`src/rtl/tga_rle_pkg.sv`:
```
`timescale 1ns / 1ps

package tga_rle_pkg;

    // Longest run that one packet may carry
    localparam int MAX_RUN_DEF = 127;

    // Output packet queue, a power of two
    localparam int QUEUE_DEPTH = 4;

    // Count byte pieces
    localparam logic [7:0] RUN_FLAG     = 8'h80;
    localparam logic [7:0] RUN_LEN_MASK = 8'h7F;
    localparam logic [7:0] SINGLE_COUNT = 8'h00;

    // Configuration register indexes
    localparam int CFG_IDX_W = 1;
    typedef enum logic [CFG_IDX_W-1:0] {
        CFG_COMPRESS = 1'b0,
        CFG_SWAP     = 1'b1
    } t_cfg_idx;

    typedef struct packed {
        logic compress_enable;
        logic swap_red_blue;
    } t_cfg;

    // One output packet
    typedef struct packed {
        logic        has_count;
        logic [7:0]  count_byte;
        logic [31:0] out_color;
        logic        last_of_item;
        logic        image_done;
    } t_pkt;

    // RGBA to BGRA: trade bytes 0 and 2
    function automatic logic [31:0] swap_rb(input logic [31:0] color, input logic en);
        logic [31:0] res;
        res = en ? {color[31:24], color[7:0], color[15:8], color[23:16]} : color;
        return res;
    endfunction

endpackage

```
`src/rtl/tga_rle_run.sv`:
```
`timescale 1ns / 1ps

module tga_rle_run #(
    parameter int MAX_RUN = tga_rle_pkg::MAX_RUN_DEF
) (
    input  logic              i_clk,
    input  logic              i_rst_n,
    input  tga_rle_pkg::t_cfg i_cfg,
    input  logic              i_accept,
    input  logic [31:0]       i_pixel_color,
    input  logic              i_row_end,
    input  logic              i_frame_end,
    output tga_rle_pkg::t_pkt o_pkt_a,
    output tga_rle_pkg::t_pkt o_pkt_b,
    output logic [1:0]        o_wr_cnt
);
    import tga_rle_pkg::*;

    localparam int LW = $clog2(MAX_RUN + 1);

    logic [31:0]   r_run_color;
    logic [LW-1:0] r_run_length;
    logic          r_run_open;
    logic [31:0]   n_run_color;
    logic [LW-1:0] n_run_length;
    logic          n_run_open;

    logic          hit;
    logic          closes;
    logic [31:0]   new_color;
    logic [LW-1:0] new_len;
    logic          v0;
    logic          v1;
    t_pkt          pkt0;
    t_pkt          pkt1;

    // Count byte for a run of the given length
    function automatic logic [7:0] count_of(input logic [LW-1:0] len);
        logic [7:0] len8;
        logic [7:0] res;
        len8 = 8'(len);
        if (len8 >= 8'd2) begin
            res = RUN_FLAG | ((len8 - 8'd1) & RUN_LEN_MASK);
        end else begin
            res = SINGLE_COUNT;
        end
        return res;
    endfunction

    // Run merge and packet build for the incoming pixel
    always_comb begin
        hit       = r_run_open && (i_pixel_color == r_run_color)
                    && (r_run_length < LW'(MAX_RUN));
        closes    = i_row_end | i_frame_end;
        new_color = hit ? r_run_color : i_pixel_color;
        new_len   = hit ? r_run_length + LW'(1) : LW'(1);

        // pending run, flushed ahead of the pixel
        pkt0.has_count  = 1'b1;
        pkt0.count_byte = count_of(r_run_length);
        pkt0.out_color  = swap_rb(r_run_color, i_cfg.swap_red_blue);

        if (i_cfg.compress_enable) begin
            v0              = r_run_open && !hit;
            v1              = closes;
            pkt1.has_count  = 1'b1;
            pkt1.count_byte = count_of(new_len);
            pkt1.out_color  = swap_rb(new_color, i_cfg.swap_red_blue);
            n_run_open      = !closes;
            n_run_length    = closes ? '0 : new_len;
            n_run_color     = new_color;
        end else begin
            v0              = r_run_open;
            v1              = 1'b1;
            pkt1.has_count  = 1'b0;
            pkt1.count_byte = SINGLE_COUNT;
            pkt1.out_color  = swap_rb(i_pixel_color, i_cfg.swap_red_blue);
            n_run_open      = 1'b0;
            n_run_length    = '0;
            n_run_color     = r_run_color;
        end

        // end marks go on the last packet of the item
        pkt0.last_of_item = !v1;
        pkt0.image_done   = !v1 && i_frame_end;
        pkt1.last_of_item = 1'b1;
        pkt1.image_done   = i_frame_end;

        o_pkt_a  = v0 ? pkt0 : pkt1;
        o_pkt_b  = pkt1;
        o_wr_cnt = i_accept ? {v0 & v1, v0 ^ v1} : 2'd0;
    end

    // Run state
    always_ff @(posedge i_clk) begin
        if (!i_rst_n) begin
            r_run_color  <= '0;
            r_run_length <= '0;
            r_run_open   <= 1'b0;
        end else if (i_accept) begin
            r_run_color  <= n_run_color;
            r_run_length <= n_run_length;
            r_run_open   <= n_run_open;
        end
    end

endmodule

```
`src/rtl/tga_rle_pkt_queue.sv`:
```
`timescale 1ns / 1ps

module tga_rle_pkt_queue (
    input  logic                                         i_clk,
    input  logic                                         i_rst_n,
    input  logic [1:0]                                   i_wr_cnt,
    input  tga_rle_pkg::t_pkt                            i_pkt_a,
    input  tga_rle_pkg::t_pkt                            i_pkt_b,
    input  logic                                         i_pop,
    output tga_rle_pkg::t_pkt                            o_head,
    output logic [$clog2(tga_rle_pkg::QUEUE_DEPTH+1)-1:0] o_level
);
    import tga_rle_pkg::*;

    localparam int PW  = $clog2(QUEUE_DEPTH);
    localparam int LVW = $clog2(QUEUE_DEPTH + 1);

    t_pkt           r_slot [QUEUE_DEPTH];
    logic [PW-1:0]  r_wr_ptr;
    logic [PW-1:0]  r_rd_ptr;
    logic [LVW-1:0] r_level;
    logic [PW-1:0]  n_wr_ptr;
    logic [PW-1:0]  n_rd_ptr;
    logic [LVW-1:0] n_level;
    logic [PW-1:0]  wr_ptr_b;

    // Pointer and fill bookkeeping
    always_comb begin
        wr_ptr_b = r_wr_ptr + PW'(1);
        n_wr_ptr = r_wr_ptr + PW'(i_wr_cnt);
        n_rd_ptr = r_rd_ptr + PW'(i_pop);
        n_level  = r_level + LVW'(i_wr_cnt) - LVW'(i_pop);
    end

    always_ff @(posedge i_clk) begin
        if (!i_rst_n) begin
            r_wr_ptr <= '0;
            r_rd_ptr <= '0;
            r_level  <= '0;
        end else begin
            r_wr_ptr <= n_wr_ptr;
            r_rd_ptr <= n_rd_ptr;
            r_level  <= n_level;
        end
    end

    // Up to two packets written per cycle
    always_ff @(posedge i_clk) begin
        if (i_wr_cnt != 2'd0) begin
            r_slot[r_wr_ptr] <= i_pkt_a;
        end
        if (i_wr_cnt == 2'd2) begin
            r_slot[wr_ptr_b] <= i_pkt_b;
        end
    end

    assign o_head  = r_slot[r_rd_ptr];
    assign o_level = r_level;

endmodule

```
`src/rtl/tga_rle_pixel_encoder_core.sv`:
```
`timescale 1ns / 1ps

// Run-length pixel encoder for TGA-style image data. Pixels enter one per
// cycle on the slave stream while s_axis_tready is high; each accepted
// pixel is merged into the current run in the same cycle, and the packets
// it causes (none, one or two) are written into a four-entry packet queue
// that drives the master stream, so a packet is registered in the queue
// before it leaves. Sustained rate is one pixel per cycle while each pixel
// yields at most one packet and m_axis_tready stays high; s_axis_tready
// drops while the queue has fewer than two free entries. A configuration
// write takes effect at once, so write the registers only while the stream
// is idle and the queue is empty.
module tga_rle_pixel_encoder_core #(
    parameter int MAX_RUN = tga_rle_pkg::MAX_RUN_DEF
) (
    input  logic                                i_clk,
    input  logic                                i_rst_n,
    // configuration write port
    input  logic                                i_cfg_wr_en,
    input  logic [tga_rle_pkg::CFG_IDX_W-1:0]   i_cfg_index,
    input  logic                                i_cfg_wr_data,
    // pixel stream in
    input  logic                                s_axis_tvalid,
    output logic                                s_axis_tready,
    input  logic [31:0]                         s_axis_tdata,  // [31:0] pixel_color
    input  logic                                s_axis_tlast,  // frame_end
    input  logic [0:0]                          s_axis_tuser,  // [0] row_end
    // packet stream out
    output logic                                m_axis_tvalid,
    input  logic                                m_axis_tready,
    output logic [39:0]                         m_axis_tdata,  // [7:0] count_byte, [39:8] out_color
    output logic                                m_axis_tlast,  // image_done
    output logic [1:0]                          m_axis_tuser   // [0] has_count, [1] last_of_item
);
    import tga_rle_pkg::*;

    localparam int LVW = $clog2(QUEUE_DEPTH + 1);

    logic           r_compress_enable;
    logic           r_swap_red_blue;
    t_cfg           cfg;
    logic           in_accept;
    logic           out_pop;
    logic [1:0]     wr_cnt;
    t_pkt           pkt_a;
    t_pkt           pkt_b;
    t_pkt           head;
    logic [LVW-1:0] level;

    // Configuration registers
    always_ff @(posedge i_clk) begin
        if (!i_rst_n) begin
            r_compress_enable <= 1'b1;
            r_swap_red_blue   <= 1'b1;
        end else if (i_cfg_wr_en) begin
            unique case (i_cfg_index)
                CFG_COMPRESS: r_compress_enable <= i_cfg_wr_data;
                CFG_SWAP:     r_swap_red_blue   <= i_cfg_wr_data;
                default: ;
            endcase
        end
    end

    assign cfg.compress_enable = r_compress_enable;
    assign cfg.swap_red_blue   = r_swap_red_blue;

    // Handshakes: take a pixel only with room for two packets
    assign s_axis_tready = i_rst_n && (level <= LVW'(QUEUE_DEPTH - 2));
    assign in_accept     = s_axis_tvalid && s_axis_tready;
    assign m_axis_tvalid = (level != '0);
    assign out_pop       = m_axis_tvalid && m_axis_tready;

    tga_rle_run #(
        .MAX_RUN (MAX_RUN)
    ) u_run (
        .i_clk         (i_clk),
        .i_rst_n       (i_rst_n),
        .i_cfg         (cfg),
        .i_accept      (in_accept),
        .i_pixel_color (s_axis_tdata),
        .i_row_end     (s_axis_tuser[0]),
        .i_frame_end   (s_axis_tlast),
        .o_pkt_a       (pkt_a),
        .o_pkt_b       (pkt_b),
        .o_wr_cnt      (wr_cnt)
    );

    tga_rle_pkt_queue u_queue (
        .i_clk    (i_clk),
        .i_rst_n  (i_rst_n),
        .i_wr_cnt (wr_cnt),
        .i_pkt_a  (pkt_a),
        .i_pkt_b  (pkt_b),
        .i_pop    (out_pop),
        .o_head   (head),
        .o_level  (level)
    );

    // Output packing
    assign m_axis_tdata = {head.out_color, head.count_byte};
    assign m_axis_tlast = head.image_done;
    assign m_axis_tuser = {head.last_of_item, head.has_count};

    // Queue never overfills
    a_level_bound: assert property (@(posedge i_clk) disable iff (!i_rst_n)
        level <= LVW'(QUEUE_DEPTH))
        else $error("packet queue level above depth");

    // Raw pixels and row or frame ends always leave at least one packet
    a_item_emits: assert property (@(posedge i_clk) disable iff (!i_rst_n)
        (in_accept && (!r_compress_enable || s_axis_tlast || s_axis_tuser[0]))
        |-> (wr_cnt != 2'd0))
        else $error("accepted pixel produced no packet");

    // Queue level tracks writes and pops
    a_level_track: assert property (@(posedge i_clk) disable iff (!i_rst_n)
        1'b1 |=> (level == $past(level) + LVW'($past(wr_cnt)) - LVW'($past(out_pop))))
        else $error("packet queue level out of step");

    // Packets are never written without an accepted pixel
    a_no_spurious: assert property (@(posedge i_clk) disable iff (!i_rst_n)
        !in_accept |-> (wr_cnt == 2'd0))
        else $error("packet written without a pixel");

endmodule
```
`config.mk`:
```
export PLATFORM = sky130hd
export DESIGN_NAME = tga_rle_pixel_encoder_core
export DESIGN_NICKNAME = d
export VERILOG_FILES = /design/src/rtl/tga_rle_pkg.sv /design/src/rtl/tga_rle_run.sv /design/src/rtl/tga_rle_pkt_queue.sv /design/src/rtl/tga_rle_pixel_encoder_core.sv
export SDC_FILE = /design/constraint.sdc
export NUM_CORES = 1
export LEC_CHECK = 0
export BUFFER_PORTS_ARGS = -buffer_cell sky130_fd_sc_hd__buf_2
export CAP_MARGIN = 40
export CORE_MARGIN = 5
export CORE_UTILIZATION = 55
export CTS_CLUSTER_SIZE = 20
export DETAILED_ROUTE_END_ITERATION = 10
export PLACE_DENSITY = 0.74
export SYNTH_ARGS = -nofsm -noshare
export SYNTH_HDL_FRONTEND = slang
export SYNTH_SLANG_ARGS = --single-unit
```
`constraint.sdc`:
```
create_clock -name i_clk -period 5.88 [get_ports i_clk]
set_input_delay 1.176 -clock i_clk [delete_from_list [all_inputs] [get_ports i_clk]]
set_output_delay 1.176 -clock i_clk [all_outputs]
set_load 0.01 [all_outputs]
```
==> results_dict.tcl, run 1 <==
set metrics [dict create \
    outcome "finished clean" \
    ctsHoldBuffers 0 \
    post_route_cells_drive_above_1_share 0.234 \
    synthFlopType "sky130_fd_sc_hd__edfxtp_1" \
    timing.critical_path.mode_cell "sky130_fd_sc_hd__inv_2" \
    power.density_cell_area_mw_per_mm2 331 \
    die_area_mm2 0.0240 \
    tritoncts_clock_tree "done" \
    fin_setup_tns_ns 0 \
    min_period_over_period 0.805 \
    ys_seq_elements 221 \
    layout_min_cycle_time_ns 4.73 \
    slowest_stage "sky130_fd_sc_hd__or3b_1" \
    timing.critical_path.cells "buf_2 > xnor2_1 > nand4_1 > nor3_2 > nand4_2 > o21ai_4 > inv_2 > ha_1 > o21ai_0 > or3b_1 > and2_1 > inv_2 > buf_12 > nand3_1 > o31ai_1" \
    global_route.overflow_total 0 \
    drtIter0Drc 884 \
    hold_path_class "register to register" \
    num-fill-cells 1629 \
    cts-buffers-inserted 24 \
    grt_antenna_before_repair 1 \
    synth_async_sr_flop_share 0 \
    finalHoldWorstSlack_ns 0.480 \
    max_slew_margin 0.317 \
    syn-mean-instance-area_um2 12.8 \
    die_height_um 155 \
    global_route_wire_length_before_repair_um 46500 \
    placement_rows 53 \
    detail-route-antenna-nets 0 \
    clock_tree_root_buffer_cell "sky130_fd_sc_hd__clkbuf_16" \
    net_count_synth 956 \
    setup.worst_path.end_class "register" \
    synth.yosys.warnings 0 \
    routed-via-count 8300 \
    grt_setup_unrepaired "false" \
    dp.final_hpwl_um 19100 \
    final-max-slew-violation-count 0 \
    port_buffers 85 \
    cpPeakStageDelay_ns 0.62 \
    post_synth_and_or_nand_nor_area_fraction 0.0965 \
    cts.sink_count 221 \
    cts.path.max_buffers 3 \
    share_of_the_synthesized_area_in_compound_gates_ao_oa_aoi_oai 0.135 \
    max_cap_violations 0 \
    grt_pass1_vias 8168 \
    pin_count 86 \
    timing.critical_path.required_ns 6.20 \
    max_clock_freq_ghz 0.211 \
    startpoint_types "input pin" \
    grtUsageTotal 0.246 \
    count_of_flip_flops_with_a_built_in_enable_after_synthesis 168 \
    place_area_mm2 0.0123 \
    post_synth_most_frequent_cells "sky130_fd_sc_hd__edfxtp_1, sky130_fd_sc_hd__o22ai_1, sky130_fd_sc_hd__mux2i_1" \
    timing_worst_slew_pin_value_ns 1.03 \
    synth_cells 902 \
    distinct_cells_synth 66 \
    worst_clock_skew_ns 0.00863 \
    post_cts.resized_instances 0 \
    wl_per_cell_um 23.9 \
    drt_drc_violations_left 0 \
    yosysSeqAreaShare 0.527 \
    routed_wirelength_um 30100 \
    finalNetCount 1020 \
    clk_latency_ns 0.51 \
    post_synth_mux_area_share 0.156 \
    htree_levels 1 \
    setup_violations 0 \
    synth_adder_area_share 0.0147 \
    xor_and_xnor_fraction_of_the_mapped_netlist_area 0.0333 \
    largest_family_of_logic_cells_by_synthesized_area "multiplexers" \
    die_width_um 155 \
    design.core.area_mm2 0.0209 \
    worst-setup-path-type "input pin to register" \
    floorplan.initialDensity 0.554 \
    post_cts.repair.setup_buffers 0 \
    ys_top_cells_by_area "sky130_fd_sc_hd__edfxtp_1, sky130_fd_sc_hd__dfxtp_1, sky130_fd_sc_hd__mux4_2" \
    detailedRoute.firstPassIterationCount 7 \
    clk_transition_reported_paths_ns 0.07 \
    vias_per_cell 6.59 \
    timing.critical_path.arrival_ns 5.06 \
    path_max_fanout 24 \
    gp_routability_congestion 0.898 \
    largest_net_degree_at_the_start_of_global_routing 51 \
    peak_ir_drop_on_the_vdd_network_mv 0.210 \
    netlist_area_mm2 0.0116 \
    fin_area_mm2 0.0131 \
    syn2layout_area_growth_pct 13.0 \
    post-synth-top-area-cell "sky130_fd_sc_hd__edfxtp_1" \
    post-synth-top-count-cell "sky130_fd_sc_hd__edfxtp_1" \
    total_power_mw 4.32 \
    hold_viol 0 \
    p_leak_nw 4.54 \
    synth.top_cell.area_share 0.436 \
]
where the power goes:
group | total, mW | internal, mW | switching (mW)
combinational | 0.896 | 0.440 | 0.456
sequential | 1.87 | 1.76 | 0.106
clock | 1.56 | 0.954 | 0.606
path summary, 6_finish.rpt:
path	startpoint	to	slack, ns	depth (start not counted)
max reg2reg	u_run.r_run_length[2]$_SDFFE_PN0P_	u_queue.r_slot[1][34]$_DFFE_PP_	1.45	14
min reg2reg	u_queue.r_slot[1][1]$_SDFFE_PP1P_	u_queue.r_slot[1][1]$_SDFFE_PP1P_	0.48	2
min	u_queue.r_slot[1][1]$_SDFFE_PP1P_	u_queue.r_slot[1][1]$_SDFFE_PP1P_	0.48	2
max	s_axis_tdata[2]	u_queue.r_slot[1][34]$_DFFE_PP_	1.15	15
flip-flops by register name (all words and copies together), names as in the netlist:
signal              flops
u_queue.r_rd_ptr        2
r_swap_red_blue         1
u_run.r_run_open        1
r_compress_enable       1
u_queue.r_wr_ptr        2
u_run.r_run_length      7
u_run.r_run_color      32
u_queue.r_slot        172
u_queue.o_level         3
metal layers:
metal / GRT usage / wire length, um / vias to the layer above
li1: - / - / 3680
met1: 0.345 / 12000 / 4072
met2: 0.402 / 14600 / 470
met3: 0.0376 / 2710 / 78
met4: 0.0715 / 803 / 0
met5: 0 / 0 / -
critical path: cells and delay by family:
kind / cells / cell delay (ns)
AOI/OAI and AO/OA: 3 / 0.46
xor gates and xnor gates: 1 / 0.23
adders and majority gates: 1 / 0.35
buffers and inverters: 4 / 0.97
and+or+nand+nor: 6 / 1.85
logic make-up after synthesis:
group                      count (synthesis)
AOI/OAI and AO/OA                        212
xor gates and xnor gates                  44
adders and majority gates                 13
buffers and inverters                     89
DFF                                      221
muxes                                    125
and+or+nand+nor                          198
layout make-up:
cell class                      count  area, um^2  area share
Sequential cell                   221        6110       0.467
Multi-Input combinational cell    592        5060       0.387
Timing Repair Buffer              108         668      0.0511
Clock buffer                       31         648      0.0496
Tap cell                          275         344      0.0263
Clock inverter                     12         169      0.0129
Inverter                           19        71.3     0.00545
Antenna cell                        1        2.50    0.000191
placed cells by master (no fill, tap or decap), drive strengths merged, types with 23 or more instances in the layout:
master  count
nor2b      34
mux2i      65
xnor2      40
edfxtp    168
a22o       64
buf       108
nand2      29
dfxtp      53
nor2       23
mux4       43
clkbuf     31
o22ai      87
metrics by stage:
stage | setup WS [ns] | cells | utilization
3_3_place_gp | 0.818 | 1212 | 0.584
6_report | 1.15 | 1259 | 0.626
5_1_grt | 0.938 | 1259 | 0.626
4_1_cts | 1.20 | 1258 | 0.626
2_1_floorplan | 0.901 | 902 | -
3_5_place_dp | 0.704 | 1215 | 0.587
Note: power is estimated with default switching activity, not from simulation.
==> inputs of run 2 (changes only) <==
- PLACE_DENSITY: 0.74 -> 0.77
- clock period: 5.88 -> 4.1 ns (I/O delays scaled with it)
==> results_dict.tcl, run 2 (synthesis gave the netlist of run 1 again) <==
set metrics [dict create \
    outcome "finished clean" \
    post_route_cells_drive_above_1_share 0.261 \
    flip_flop_and_latch_area_mm2 0.00611 \
    worst_clock_skew_ns 0.0136 \
    routed_wirelength_um 30300 \
    floorplan.initialDensity 0.554 \
    grt_pass1_vias 8443 \
    p_leak_nw 4.67 \
    drtIter0Drc 851 \
    grt_antenna_before_repair 0 \
    antennaDiodeCount 0 \
    detail-route-antenna-nets 0 \
    fin_area_mm2 0.0134 \
    post_cts.repair.setup_buffers 0 \
    design.core.area_mm2 0.0209 \
    max_clock_freq_ghz 0.272 \
    worst-setup-path-type "register to register" \
    pin_count 86 \
    syn2layout_area_growth_pct 15.5 \
    finalHoldWorstSlack_ns 0.471 \
    grt_setup_unrepaired "false" \
    postLayoutCoreUtil 0.640 \
    clk_transition_reported_paths_ns 0.06 \
    placement_rows 53 \
    port_buffers 85 \
    timing_worst_slew_pin_value_ns 0.640 \
    final-max-slew-violation-count 0 \
    global_route.overflow_total 0 \
    multi_input_gate_area_mm2 0.00510 \
    post-place-ws_ns 0.0330 \
    place_area_mm2 0.0126 \
    hold_path_class "register to register" \
    layout.cells.most_common_list "sky130_fd_sc_hd__edfxtp_1, sky130_fd_sc_hd__o22ai_1, sky130_fd_sc_hd__buf_2, sky130_fd_sc_hd__mux2i_1, sky130_fd_sc_hd__a22o_1" \
    dp.final_hpwl_um 19900 \
    path_max_fanout 9 \
    post_route_setup_slack_ns 0.430 \
    detailedRoute.firstPassIterationCount 7 \
    fin_setup_tns_ns 0 \
    die_height_um 155 \
    cts-buffers-inserted 24 \
    largestRegisters "u_queue.r_slot x172, u_run.r_run_color x32, u_run.r_run_length x7" \
    setup_violations 0 \
    layout_min_cycle_time_ns 3.67 \
    num-fill-cells 1579 \
    hold_viol 0 \
    cts.sink_count 221 \
    max_cap_violations 0 \
    min_period_over_period 0.895 \
    gp_routability_congestion 0.875 \
    leading_cell_type_in_the_layout_fill_and_taps_excluded "sky130_fd_sc_hd__edfxtp_1" \
    post_cts.resized_instances 0 \
    ctsHoldBuffers 0 \
    setup.worst_path.end_class "register" \
    routed-via-count 8287 \
    htree_levels 1 \
    grtUsageTotal 0.251 \
    cts.path.max_buffers 3 \
    peak_ir_drop_on_the_vdd_network_mv 0.346 \
    clock_tree_root_buffer_cell "sky130_fd_sc_hd__clkbuf_16" \
    drt_drc_violations_left 0 \
    startpoint_types "register" \
    vias_per_cell 6.43 \
    die_area_mm2 0.0240 \
    power.density_cell_area_mw_per_mm2 453 \
    die_width_um 155 \
    clk_latency_ns 0.52 \
    timing.critical_path.arrival_ns 4.07 \
    finalNetCount 1049 \
    global_route_wire_length_before_repair_um 47300 \
    largest_net_degree_at_the_start_of_global_routing 50 \
    wl_per_cell_um 23.5 \
    timing.critical_path.required_ns 4.50 \
    largest_register "u_queue.r_slot" \
    tritoncts_clock_tree "done" \
    max_slew_margin 0.573 \
    largest_register_ffs 172 \
]
-- run 2: cell types whose count changed in the layout (fill, tap and decap cells not counted), moves of 3 or more --
cell	before	now
sky130_fd_sc_hd__bufinv_16	4	1
sky130_fd_sc_hd__inv_2	4	1
sky130_fd_sc_hd__buf_12	5	12
sky130_fd_sc_hd__buf_4	17	39
-- run 2: worst paths after layout --
path	to	startpoint	cells past startpoint	slack, ns
max	u_queue.o_level[2]$_SDFF_PN0_	u_run.r_run_length[4]$_SDFFE_PN0P_	16	0.43
min	u_queue.r_slot[1][1]$_SDFFE_PP1P_	u_queue.r_slot[1][1]$_SDFFE_PP1P_	2	0.47
max reg2reg	u_queue.o_level[2]$_SDFF_PN0_	u_run.r_run_length[4]$_SDFFE_PN0P_	16	0.43
min reg2reg	u_queue.r_slot[1][1]$_SDFFE_PP1P_	u_queue.r_slot[1][1]$_SDFFE_PP1P_	2	0.47
-- run 2: through the flow --
step / power, mW / std cells
2_1_floorplan: 3.56 / 902
3_3_place_gp: 4.02 / 1242
3_5_place_dp: 4.05 / 1244
4_1_cts: 6.10 / 1288
5_1_grt: 6.30 / 1288
6_report: 6.06 / 1288
-- run 2: critical path, cell delays in order, from the launching register on --
cell                      delay [ns]
sky130_fd_sc_hd__dfxtp_1        0.41
sky130_fd_sc_hd__nand2_1        0.19
sky130_fd_sc_hd__nor3_1         0.09
sky130_fd_sc_hd__buf_4          0.16
sky130_fd_sc_hd__nor4_2         0.46
sky130_fd_sc_hd__nand4_2        0.23
sky130_fd_sc_hd__o21ai_4        0.22
sky130_fd_sc_hd__inv_2          0.08
sky130_fd_sc_hd__ha_4           0.29
sky130_fd_sc_hd__nand2_1        0.07
sky130_fd_sc_hd__ha_1           0.28
sky130_fd_sc_hd__inv_1          0.04
sky130_fd_sc_hd__ha_1           0.19
sky130_fd_sc_hd__fa_1           0.44
sky130_fd_sc_hd__xnor2_1        0.20
sky130_fd_sc_hd__xnor2_1        0.08
sky130_fd_sc_hd__and2_1         0.15
-- run 2: final cells by class --
type                       count  area share
tap                          275      0.0257
clock buffer                  34      0.0508
timing repair buffer         137      0.0728
clock inverter                10     0.00580
multi-input combinational    592       0.382
sequential                   221       0.457
inverter                      19     0.00618
-- run 2: power by group --
group          switching [mW]  internal, mW
Clock                   0.856          1.21
Combinational           0.652         0.653
Sequential              0.158          2.53
-- run 2: per-layer routing --
metal	routed length, um	global-route usage	share of wire
met4	899	0.0892	0.030
met3	2640	0.0401	0.087
met2	14900	0.417	0.49
met5	0	0	0
met1	11900	0.336	0.39
